==> src/rtl/ppmhp_pkg.sv <==
`default_nettype none

package ppmhp_pkg;

  localparam int unsigned DimW   = 16;
  localparam int unsigned AccW   = 16;
  localparam int unsigned ProdW  = 2 * DimW;
  localparam int unsigned LeftW  = ProdW + 2;

  localparam logic [7:0] ChP      = 8'h50;  // 'P'
  localparam logic [7:0] Ch6      = 8'h36;  // '6'
  localparam logic [7:0] ChLf     = 8'h0A;  // newline
  localparam logic [7:0] ChHash   = 8'h23;  // '#'
  localparam logic [7:0] ChZero   = 8'h30;  // '0'
  localparam logic [7:0] ChNine   = 8'h39;  // '9'
  localparam logic [7:0] ChSpace  = 8'h20;
  localparam logic [7:0] ChTab    = 8'h09;
  localparam logic [7:0] ChCr     = 8'h0D;
  localparam logic [AccW-1:0] MaxLimit = AccW'(255);

  typedef enum logic [3:0] {
    PH_M0, PH_M1, PH_M2, PH_C1, PH_C1L, PH_W, PH_H,
    PH_C2, PH_C2L, PH_MAX, PH_PIX, PH_ERR
  } phase_t;

  typedef enum logic [1:0] {
    KIND_HEADER = 2'd0,
    KIND_PIXEL  = 2'd1,
    KIND_ERROR  = 2'd2
  } kind_t;

  typedef enum logic [1:0] {
    ERR_NONE   = 2'd0,
    ERR_MAGIC  = 2'd1,
    ERR_NUMBER = 2'd2,
    ERR_RANGE  = 2'd3
  } err_t;

  typedef struct packed {
    phase_t            phase;
    logic [AccW-1:0]   acc;
    logic              seen;
    logic [DimW-1:0]   width;
    logic [DimW-1:0]   height;
    logic [LeftW-1:0]  left;
  } state_t;

  typedef struct packed {
    logic            valid;
    kind_t           kind;
    logic [DimW-1:0] width;
    logic [DimW-1:0] height;
    logic [7:0]      maxv;
    logic [7:0]      pix;
    err_t            err;
    logic            last;
  } result_t;

endpackage

`default_nettype wire

==> src/rtl/ppm_p6_header_parser_top.sv <==
// Binary PPM (P6) header parser with pixel pass-through.
// Input channel: one stream byte per item on in_byte, in_valid/in_stall.
// Output channel: one result item per accepted byte at most, on kind and
// the field ports, out_valid/out_stall. kind: header, pixel or error.
// A header item carries width, height and max value; "last" flags the
// final pixel byte, or a header whose image holds no pixels.
// A result is registered and is on the output in the cycle after its byte is taken.
// Throughput: one byte per cycle while in_stall is low; the whole header/number/pixel update
// is one pass of logic between the state register and the output register.
// w*h is formed in a product register from the stored width and height;
// at least two bytes always separate the height from the header, so the
// product is settled when it is used.
// Stall: in_stall rises only while a result waits and out_stall is high.
// After an error the block swallows all bytes with no result until reset.
// Reset (rst, synchronous): back to expecting the 'P' of a new image,
// output empty. After a complete image the next magic is expected.
`default_nettype none

module ppm_p6_header_parser_top (
  input  wire        clk,
  input  wire        rst,
  input  wire        in_valid,
  output logic       in_stall,
  input  wire [7:0]  in_byte,
  output logic       out_valid,
  input  wire        out_stall,
  output logic [1:0] kind,
  output logic [15:0] img_width,
  output logic [15:0] img_height,
  output logic [7:0] max_value,
  output logic [7:0] pixel_byte,
  output logic [1:0] error_code,
  output logic       last
);
  import ppmhp_pkg::*;

  state_t           st;
  state_t           st_next;
  result_t          res;
  logic [ProdW-1:0] prod;
  logic             accept;

  assign in_stall = out_valid & out_stall;
  assign accept   = in_valid & ~in_stall;

  ppmhp_step u_step (
    .cur     (st),
    .in_byte (in_byte),
    .prod    (prod),
    .nxt     (st_next),
    .res     (res)
  );

  // pixel count factor, registered from the dimension registers
  always_ff @(posedge clk) begin
    prod <= ProdW'(st.width) * ProdW'(st.height);
  end

  always_ff @(posedge clk) begin
    if (rst) begin
      st.phase  <= PH_M0;
      st.acc    <= '0;
      st.seen   <= 1'b0;
      st.width  <= '0;
      st.height <= '0;
      st.left   <= '0;
    end else if (accept) begin
      st <= st_next;
    end
  end

  always_ff @(posedge clk) begin
    if (rst) begin
      out_valid <= 1'b0;
    end else if (accept && res.valid) begin
      out_valid <= 1'b1;
    end else if (!out_stall) begin
      out_valid <= 1'b0;
    end
  end

  // payload: no reset
  always_ff @(posedge clk) begin
    if (accept && res.valid) begin
      kind       <= res.kind;
      img_width  <= res.width;
      img_height <= res.height;
      max_value  <= res.maxv;
      pixel_byte <= res.pix;
      error_code <= res.err;
      last       <= res.last;
    end
  end

endmodule

`default_nettype wire

==> src/rtl/ppmhp_step.sv <==
`default_nettype none

module ppmhp_step (
  input  wire ppmhp_pkg::state_t                  cur,
  input  wire [7:0]                               in_byte,
  input  wire [2*ppmhp_pkg::DimW-1:0]             prod,
  output ppmhp_pkg::state_t                       nxt,
  output ppmhp_pkg::result_t                      res
);
  import ppmhp_pkg::*;

  logic            is_digit;
  logic            is_ws;
  logic [3:0]      dval;
  logic [19:0]     acc_x10;
  logic [19:0]     acc_new;
  logic            ovf;
  logic [LeftW-1:0] total;
  logic [LeftW-1:0] left_dec;

  assign is_digit = (in_byte >= ChZero) && (in_byte <= ChNine);
  assign is_ws    = (in_byte == ChSpace) || ((in_byte >= ChTab) && (in_byte <= ChCr));
  assign dval     = 4'(in_byte - ChZero);
  assign acc_x10  = {1'b0, cur.acc, 3'b000} + {3'b000, cur.acc, 1'b0};
  assign acc_new  = acc_x10 + {16'd0, dval};
  assign ovf      = |acc_new[19:16];
  // samples = w*h*3
  assign total    = {2'b00, prod} + {1'b0, prod, 1'b0};
  assign left_dec = (cur.left == '0) ? '0 : cur.left - LeftW'(1);

  always_comb begin
    nxt = cur;
    res = '0;

    unique case (cur.phase)
      PH_M0: begin
        if (in_byte == ChP) nxt.phase = PH_M1;
        else begin
          nxt.phase = PH_ERR;
          res.valid = 1'b1; res.kind = KIND_ERROR; res.err = ERR_MAGIC;
        end
      end
      PH_M1: begin
        if (in_byte == Ch6) nxt.phase = PH_M2;
        else begin
          nxt.phase = PH_ERR;
          res.valid = 1'b1; res.kind = KIND_ERROR; res.err = ERR_MAGIC;
        end
      end
      PH_M2: begin
        if (in_byte == ChLf) nxt.phase = PH_C1;
        else begin
          nxt.phase = PH_ERR;
          res.valid = 1'b1; res.kind = KIND_ERROR; res.err = ERR_MAGIC;
        end
      end
      PH_C1L: if (in_byte == ChLf) nxt.phase = PH_C1;
      PH_C2L: if (in_byte == ChLf) nxt.phase = PH_C2;
      PH_C1, PH_C2, PH_W, PH_H, PH_MAX: begin
        // comment check first where the phase allows one
        if ((cur.phase == PH_C1 || cur.phase == PH_C2) && in_byte == ChHash) begin
          nxt.phase = (cur.phase == PH_C1) ? PH_C1L : PH_C2L;
        end else if (is_digit) begin
          // acc is zero coming out of a comment phase
          if (cur.phase == PH_C1) nxt.phase = PH_W;
          if (cur.phase == PH_C2) nxt.phase = PH_MAX;
          if (ovf) begin
            nxt.phase = PH_ERR; nxt.acc = '0; nxt.seen = 1'b0;
            res.valid = 1'b1; res.kind = KIND_ERROR; res.err = ERR_NUMBER;
          end else begin
            nxt.acc  = acc_new[AccW-1:0];
            nxt.seen = 1'b1;
          end
        end else if (!cur.seen || cur.phase == PH_C1 || cur.phase == PH_C2) begin
          // leading position: whitespace skipped, anything else is bad
          if (is_ws) begin
            if (cur.phase == PH_C1) nxt.phase = PH_W;
            if (cur.phase == PH_C2) nxt.phase = PH_MAX;
          end else begin
            nxt.phase = PH_ERR; nxt.acc = '0; nxt.seen = 1'b0;
            res.valid = 1'b1; res.kind = KIND_ERROR; res.err = ERR_NUMBER;
          end
        end else begin
          // number ends on a non-digit
          nxt.acc  = '0;
          nxt.seen = 1'b0;
          priority case (cur.phase)
            PH_W: begin
              nxt.width = cur.acc;
              // terminator goes to height: only whitespace is legal
              if (is_ws) nxt.phase = PH_H;
              else begin
                nxt.phase = PH_ERR;
                res.valid = 1'b1; res.kind = KIND_ERROR; res.err = ERR_NUMBER;
              end
            end
            PH_H: begin
              nxt.height = cur.acc;
              if (in_byte == ChHash) nxt.phase = PH_C2L;
              else if (is_ws) nxt.phase = PH_MAX;
              else begin
                nxt.phase = PH_ERR;
                res.valid = 1'b1; res.kind = KIND_ERROR; res.err = ERR_NUMBER;
              end
            end
            default: begin
              // separator after maximum value
              res.valid = 1'b1;
              if (cur.acc > MaxLimit) begin
                nxt.phase = PH_ERR;
                res.kind  = KIND_ERROR; res.err = ERR_RANGE;
              end else begin
                nxt.left   = total;
                nxt.phase  = (prod == '0) ? PH_M0 : PH_PIX;
                res.kind   = KIND_HEADER;
                res.width  = cur.width;
                res.height = cur.height;
                res.maxv   = cur.acc[7:0];
                res.last   = (prod == '0);
              end
            end
          endcase
        end
      end
      PH_PIX: begin
        nxt.left  = left_dec;
        if (left_dec == '0) nxt.phase = PH_M0;
        res.valid = 1'b1;
        res.kind  = KIND_PIXEL;
        res.pix   = in_byte;
        res.last  = (left_dec == '0);
      end
      PH_ERR: ;
      default: nxt.phase = PH_M0;
    endcase
  end

endmodule

`default_nettype wire
==> config.mk <==
export PLATFORM = sky130hd
export DESIGN_NAME = ppm_p6_header_parser_top
export DESIGN_NICKNAME = d
export VERILOG_FILES = /design/src/rtl/ppmhp_pkg.sv /design/src/rtl/ppm_p6_header_parser_top.sv /design/src/rtl/ppmhp_step.sv
export SDC_FILE = /design/constraint.sdc
export NUM_CORES = 1
export LEC_CHECK = 0
export CORE_MARGIN = 8
export CORE_UTILIZATION = 55
export CTS_CLUSTER_DIAMETER = 200
export DETAILED_ROUTE_END_ITERATION = 12
export DONT_BUFFER_PORTS = 1
export PLACE_DENSITY = 0.72
export RECOVER_POWER = 25
export SLEW_MARGIN = 20
export SYNTH_ARGS = -nofsm -noshare
export SYNTH_HDL_FRONTEND = slang
export SYNTH_HIERARCHICAL = 1
export SYNTH_SLANG_ARGS = --single-unit
==> constraint.sdc <==
create_clock -name clk -period 6.2 [get_ports clk]
set_input_delay 1.24 -clock clk [delete_from_list [all_inputs] [get_ports clk]]
set_output_delay 1.24 -clock clk [all_outputs]
set_load 0.01 [all_outputs]
* Yosys cells after proc, flatten, opt, wreduce, memory -nomap -nowiden *
Cells that the tools add are included.

word-level totals
  register bits = 173
  bits of input ports = 12
  output and inout bits = 55
  logic and storage cells = 148

cells by class
  add/sub/neg operators = 5
  multipliers = 1
  order comparisons = 5
  eq/ne operators = 26
  mux-type cells = 65
  bitwise operators = 8
  reduce and logical (&&, ||, !) cells = 23

operator list
  kind                                                                              number
  34-bit 2-to-1 mux                                                                 6
  40-bit 2-to-1 mux                                                                 4
  34-bit zero test                                                                  2
  34-bit one-hot mux with 2 select lines                                            1
  4-bit 2-to-1 mux                                                                  15
  43-bit 2-to-1 mux                                                                 1
  21-bit 2-to-1 mux                                                                 2
  32-bit by 33-bit adder with 34-bit output                                         1
  17-bit 2-to-1 mux                                                                 2
  34-bit by 1-bit subtractor with 34-bit output, second input constant              1
  32-bit zero test                                                                  1
  16-bit by 16-bit multiplier with 32-bit output                                    1
  4-bit one-hot mux with 8 select lines                                             1
  3-bit 2-to-1 mux                                                                  9
  8-bit by 6-bit == test with 1-bit output, second input constant                   3
  19-bit by 17-bit adder with 20-bit output                                         1
  20-bit by 4-bit adder with 20-bit output                                          1
  2-bit 2-to-1 mux                                                                  9
  4-bit by 3-bit == test with 1-bit output, second input constant                   4
  4-bit == test, second input constant                                              4
  16-bit by 8-bit greater-than comparator with 1-bit output, second input constant  1
  3-bit one-hot mux with 5 select lines                                             1
  6-bit AND reduction                                                               2
  2-bit inequality test, second input constant                                      5
  other kinds (31)                                                                  55

* Longest topological paths before layout *
Gate-level depths: netlist of run 1.

  word-level depth = 12
  depth in mapped cells = 22
  depth with buffers taken out = 20

* Modules after synthesis *
Netlist of run 1, hierarchy kept.

modules (own cells, without submodules)
  module                    times used  cells each  area each (um^2)
  ppm_p6_header_parser_top  1           1489        13897.1
  ppmhp_step                1           889         5823.1

* Worst setup path after synthesis of run 1 *
Ideal clock, no wire load.

  path type = reg-to-reg
  start point = register st[43] (netlist bit)
  end point = register prod[29]
  setup time = 72 ps
  arrival = 5520 ps
  path slack = 608 ps
  stages on the path, launching flop included = 23
  cells stage by stage = dfxtp_1 > clkbuf_1 > clkbuf_1 > nand2_1 > fa_1 > inv_1 > fa_1 > inv_1 > fa_1 > inv_1 > fa_1 > fa_1 > inv_1 > fa_1 > inv_1 > ha_1 > buf_4 > a21oi_1 > o21ai_0 > nor3_1 > o21ai_1 > a41oi_1 > xnor2_1

between the ends
  cells in the longest elaborated chain, start to end = 1

ends and longest elaborated chain
  what                                            RTL line                        text
  start, declared                                 ppm_p6_header_parser_top.sv:37  state_t st;
  start signal, assigned                          ppm_p6_header_parser_top.sv:68  st <= st_next;
  16-bit by 16-bit multiplier with 32-bit output  ppm_p6_header_parser_top.sv:56  prod <= ProdW'(st.width) * ProdW'(st.height);
  end signal, assigned                            ppm_p6_header_parser_top.sv:56
  end, declared                                   ppm_p6_header_parser_top.sv:40  logic [ProdW-1:0] prod;

No other way between the ends.
A chain may end at the register's enable or synchronous reset.

* Worst setup path after layout of run 1 *
  start point = register st[40] (netlist bit)
  end point = register prod[31]

Same word-level chain as after synthesis.

==> results of run 1 <==
-- cell usage after synthesis (6+ instances only) --
cell,instances
or3_1,15
and3_1,52
fa_1,197
a31oi_1,10
nand4_1,22
or4_1,6
clkbuf_1,95
nor2_1,81
o21a_1,9
nor4_1,18
a21o_1,26
mux2i_1,6
nand2b_1,14
nor3b_1,9
dfxtp_1,120
edfxtp_1,53
ha_1,184
nor3_1,24
and2_1,128
o221ai_1,10
o21ai_0,108
nor2b_1,17
xor2_1,28
a211oi_1,10
o21ai_1,9
a21oi_1,185
nand2_1,425
xnor2_1,41
o31ai_1,6
o211ai_1,10
nand3_1,31
buf_2,9
inv_1,293
mux2_2,28
o21bai_1,7
-- cell type report --
type | instances | area (um2) | share of cell area
sequential | 173 | 4010 | 0.193
clock inverter | 15 | 193 | 0.00927
timing repair buffer | 35 | 275 | 0.0132
multi-input combinational | 1801 | 14200 | 0.684
clock buffer | 17 | 425 | 0.0205
tap | 461 | 577 | 0.0277
inverter | 293 | 1100 | 0.0530
-- metrics by stage --
| stage | std cells | total power, W | cell area (um2) | setup slack [ns] | hold slack, ns |
|---|---|---|---|---|---|
| 4_1_cts | 2795 | 0.00259 | 20800 | 0.185 | 0.493 |
| 2_1_floorplan | 2378 | 0.00141 | 19700 | 0.608 | 0.435 |
| 6_report | 2795 | 0.00257 | 20800 | 0.331 | 0.493 |
| 3_3_place_gp | 2763 | 0.00145 | 20200 | 0.259 | 0.472 |
| 3_5_place_dp | 2763 | 0.00146 | 20200 | 0.195 | 0.478 |
| 5_1_grt | 2795 | 0.00266 | 20800 | 0.0218 | 0.516 |
-- tightest hold or removal path, delay by kind of cell (launching register included) --
family             cells  cell delay [ns]
AOI/OAI and AO/OA      1             0.06
and+or+nand+nor        1             0.06
DFF                    1             0.34
-- routing by layer --
metal  GRT usage  vias up  share of wire
li1            -     7784              -
met1       0.335     8194           0.42
met2       0.424      630           0.48
met3      0.0313       90          0.067
met4      0.0865        0          0.027
met5           0        -              0
-- what timing repair did --
item / in CTS / in global routing
endpoints found under the setup margin: 0 / 9
hold endpoints to repair: 0 / 0
gates resized for setup: 0 / 12
-- logic make-up (layout without fill, tap and decap cells) --
family | Yosys count | count (layout) | share of synthesized area
flip-flops | 173 | 173 | 0.203
multiplexers | 34 | 34 | 0.0190
AND/OR/NAND/NOR | 864 | 864 | 0.213
adder cells (fa/ha/maj) | 382 | 382 | 0.317
XOR/XNOR | 69 | 69 | 0.0306
AO/OA/AOI/OAI | 452 | 452 | 0.140
buffers and inverters | 404 | 360 | 0.0778
-- state kept, by name, indices dropped and copies added, names as in the netlist --
register and count:
error_code 2, out_valid 1, kind 2, last 1
max_value 8, prod 32, pixel_byte 8, img_height 16
st 87, img_width 16
-- power by group --
part | total (W) | switching (W) | internal, W
logic | 0.000147 | 0.000117 | 0.0000300
clock network | 0.00114 | 0.000558 | 0.000585
registers | 0.00128 | 0.0000540 | 0.00123
total | 0.00257 | 0.000729 | 0.00184
-- worst min-delay path by stage --
stage	from	end	slack [ns]	cells after the start
finish	st[1]	st[1]	0.49	2
CTS	st[69]	st[69]	0.49	2
global placement	st[13]	st[13]	0.47	2
global route	st[69]	st[69]	0.52	2
floorplan	st[19]	st[19]	0.44	2
detailed placement	st[67]	st[67]	0.48	2
==> impl_metrics.ini, run 1 <==
[timing]
slew_headroom = 0.330
clock_skew_ns = 0.0171
tightest_slew_ns = 1.01
layout_min_cycle_time_ns = 5.87
drv_slew = 0
rsz0062_at_grt = no
setup_tns_ns = 0
setup_viol = 0
fin_crit_sh = 0.947
hold_violations = 0
fmax_mhz = 170

[floorplanning]
core_region_area_um2 = 35500
dieHeight_um = 205
start_util = 0.556
die_x_um = 205
die_area_um2 = 42200
ios = 67
rows = 69

[finish]
drive_above_1_share = 0.0574
fin_util = 0.586
layout_commonest_cell = nand2_1
nets = 2714
antenna_cells = 0
num-fill-cells = 3089
syn2layout_area_growth_pct = 5.41
mostFrequentLayoutCells = 424 x nand2_1, 292 x inv_1, 197 x fa_1

[clock_network]
clk_latency_ns = 0.46
clk_pin_slew_ns = 0.08
cts_buffer_depth = 2
cts_tree = built
post_cts_buffers = 0
clock-sinks = 173
root_buffer = clkbuf_16
htreeDepth = 4
cts_buffers = 17
ctsHoldBuffers = 0

[synth]
yosysTopAreaCell = fa_1
synth.area.top_cells = fa_1 20%, dfxtp_1 12%, ha_1 12%
syn_inst = 2378
syn_area_per_cell_um2 = 8.29
syn_nets = 2771
synth_seq_cells = 173
synth_edf_count = 53
yosysSeqAreaShare = 0.203
syn_area_um2 = 19700
synth_top_area_frac = 0.200
synth_flop_cell = dfxtp_1
ys_types = 86
synth-warning-count = 6
async_reset_ff_frac = 0

[critical_path]
critical_path.endpoint = prod[31]
endpoint_kind = flop
critPathMaxFanout = 11
path_depth = 19
crit_top_cell = fa_1
cp-start-kind = flop
arrival_ns = 6.26
cpMaxStageDelayCell = fa_1
required_ns = 6.59
timing.rr.end = prod[31]
ff2ff_path_depth = 19
critical_path_class = flop to flop
slowest_delay_ns = 0.55
r2r_setup_slack_ns = 0.33
crit_start = st[40]
path_delay_family = adder cells
r2r-start = st[40]
worst-path-buf-inv = 5
path_cells = buf_4 > and2_1 > fa_1 > inv_1 > fa_1 > inv_1 > fa_1 > fa_1 > fa_1 > inv_1 > fa_1 > inv_1 > ha_1 > a21oi_1 > o21ai_0 > a32oi_1 > nand4_1 > a31oi_1 > xnor2_1

[run_status]
status = completed

[detailed_routing]
drt_iter0_drc = 1386
drc = 0
ant_nets = 0
wirelength_mm = 52.8
firstDrtPassIters = 7
num_vias = 16700
wl_per_cell_um = 18.9
vias_per_cell = 5.97

[power]
p_per_area_nw_per_um2 = 124
p_leak_nw = 9.60
ir_drop_mv = 0.158

[place]
io_buffers = 0
dpl.hpwl_mm = 39.8
finalWeightedCongestion = 0.902

[global_route]
grt_max_degree = 89
grt_antenna_before_repair = 0
grt_pass1_vias = 16600
grt-ovfl-total = 0
grt_pass1_wl_mm = 86.6
grtUsageTotal = 0.253

[min_path]
hp-class = flop to flop

[job]
cap_viol_max_count = 0
(Power assumes the default switching activity.)
==> inputs of run 2 (changes only) <==
CELL_PAD_IN_SITES_DETAIL_PLACEMENT = 1   (was not set)
CELL_PAD_IN_SITES_GLOBAL_PLACEMENT = 1   (was not set)
CORE_UTILIZATION = 51   (was 55)
HOLD_SLACK_MARGIN = 0.08   (was not set)
PLACE_DENSITY = 0.85   (was 0.72)
==> impl_metrics.ini, run 2 (synthesis results as in run 1) <==
[timing]
setup_tns_ns = 0
finalWorstSetupSlack_ns = 0.195
rsz0062_at_grt = no
hold_violations = 0
setup_viol = 0
clock_skew_ns = 0.0290
tightest_slew_ns = 1.44
drv_slew = 0
fmax_mhz = 167
fin_crit_sh = 0.969
layout_min_cycle_time_ns = 6.01
slew_headroom = 0.0394

[floorplanning]
die_area_um2 = 45200
die_x_um = 213
ios = 67
rows = 72
core_region_area_um2 = 38400
dieHeight_um = 213
start_util = 0.514

[power]
ir_drop_mv = 0.196
power_frac_comb = 0.058
power.share.sequential = 0.482
power_frac_clock = 0.461
p_leak_nw = 9.66
sw_frac_of_total = 0.281
p_per_area_nw_per_um2 = 127
p_total_w = 0.00267
intPower_w = 0.00192
netSwitchingPower_w = 0.000748

[finish]
antenna_cells = 0
multi_input_area_um2 = 14200
num-fill-cells = 4609
nets = 2721
mostFrequentLayoutCells = 423 x nand2_1, 292 x inv_1, 197 x fa_1
drive_above_1_share = 0.0662
seqCellArea_um2 = 4030
largest_register = st
final_cells = 2859
layout_commonest_cell = nand2_1
reg_top3 = st x87, prod x32
largest_reg_flops = 87
syn2layout_area_growth_pct = 6.19

[place]
placedCellCount = 2827
pre_cts_slack_ns = 0.0732
dpl.hpwl_mm = 48.3
io_buffers = 0
finalWeightedCongestion = 0.898

[detailed_routing]
wirelength_mm = 65.5
wl_per_cell_um = 22.9
drc = 0
ant_nets = 0
num_vias = 17600
drt_iter0_drc = 1442
firstDrtPassIters = 7
vias_per_cell = 6.14

[clock_network]
clk_pin_slew_ns = 0.09
root_buffer = clkbuf_16
cts_tree = built
htreeDepth = 4
clk_latency_ns = 0.48
cts_buffer_depth = 2
clock-sinks = 173
cts_buffers = 17

[global_route]
grt_antenna_before_repair = 1
grt_pass1_vias = 18700
grt-ovfl-total = 0
grt_max_degree = 89
grtUsageTotal = 0.291
grt_pass1_wl_mm = 103

[critical_path]
critPathMaxFanout = 16
arrival_ns = 6.39
critical_path_class = flop to flop
required_ns = 6.59
cp-start-kind = flop
endpoint_kind = flop

[min_path]
hp-class = flop to flop

[run_status]
status = completed

[job]
cap_viol_max_count = 0
[run 2: critical path, stage by stage, from the launching register on]
cell	delay (ns)
dfxtp_2	0.58
nand2_2	0.21
fa_1	0.62
inv_1	0.14
ha_2	0.39
inv_1	0.08
fa_1	0.55
inv_1	0.08
fa_1	0.49
fa_1	0.54
inv_1	0.06
fa_1	0.55
inv_1	0.06
ha_1	0.40
a21oi_1	0.21
o21ai_1	0.19
a21o_1	0.22
a21oi_1	0.19
nand2_1	0.11
o211a_1	0.23
[run 2: layout make-up]
type	instances	share of cell area
Clock inverter	15	0.0103
Inverter	293	0.0525
Timing Repair Buffer	42	0.0149
Multi-Input combinational cell	1801	0.679
Sequential cell	173	0.192
Tap cell	518	0.0310
Clock buffer	17	0.0203
[run 2: per-layer routing]
metal  wire length (um)  vias to the layer above  GRT usage
met2              32600                      686      0.507
met5                  0                        -          0
li1                   -                     7814          -
met1              25800                     8811      0.347
met3               3960                      242     0.0455
met4               3230                        0      0.141
[run 2: power by group through the flow]
stage / Clock (W) / Sequential, W / Combinational (W)
floorplan: 0 / 0.00129 / 0.000119
global placement: 0 / 0.00131 / 0.000146
detailed placement: 0 / 0.00131 / 0.000150
CTS: 0.00124 / 0.00129 / 0.000151
global route: 0.00128 / 0.00129 / 0.000166
finish: 0.00123 / 0.00128 / 0.000154
[run 2: path summary, 6_finish.rpt]
check | from | endpoint | slack [ns] | cells past startpoint
setup / recovery | st[52] | prod[30] | 0.19 | 19
hold / removal | st[64] | st[64] | 0.47 | 2
setup reg to reg | st[52] | prod[30] | 0.19 | 19
hold reg to reg | st[64] | st[64] | 0.47 | 2
[run 2: through the flow]
step           utilization  hold WS (ns)  instance area, um2
6_report             0.546         0.472               20900
5_1_grt              0.546         0.495               20900
4_1_cts              0.545         0.474               20900
3_5_place_dp         0.528         0.463               20300
3_3_place_gp         0.528         0.456               20300
2_1_floorplan            -         0.435               19700
[run 2: what timing repair did]
action / in CTS / in global routing
hold buffers: 0 / 0
setup endpoints to repair: 4 / 14
gates resized for setup: 2 / 27
setup buffers: 0 / 0
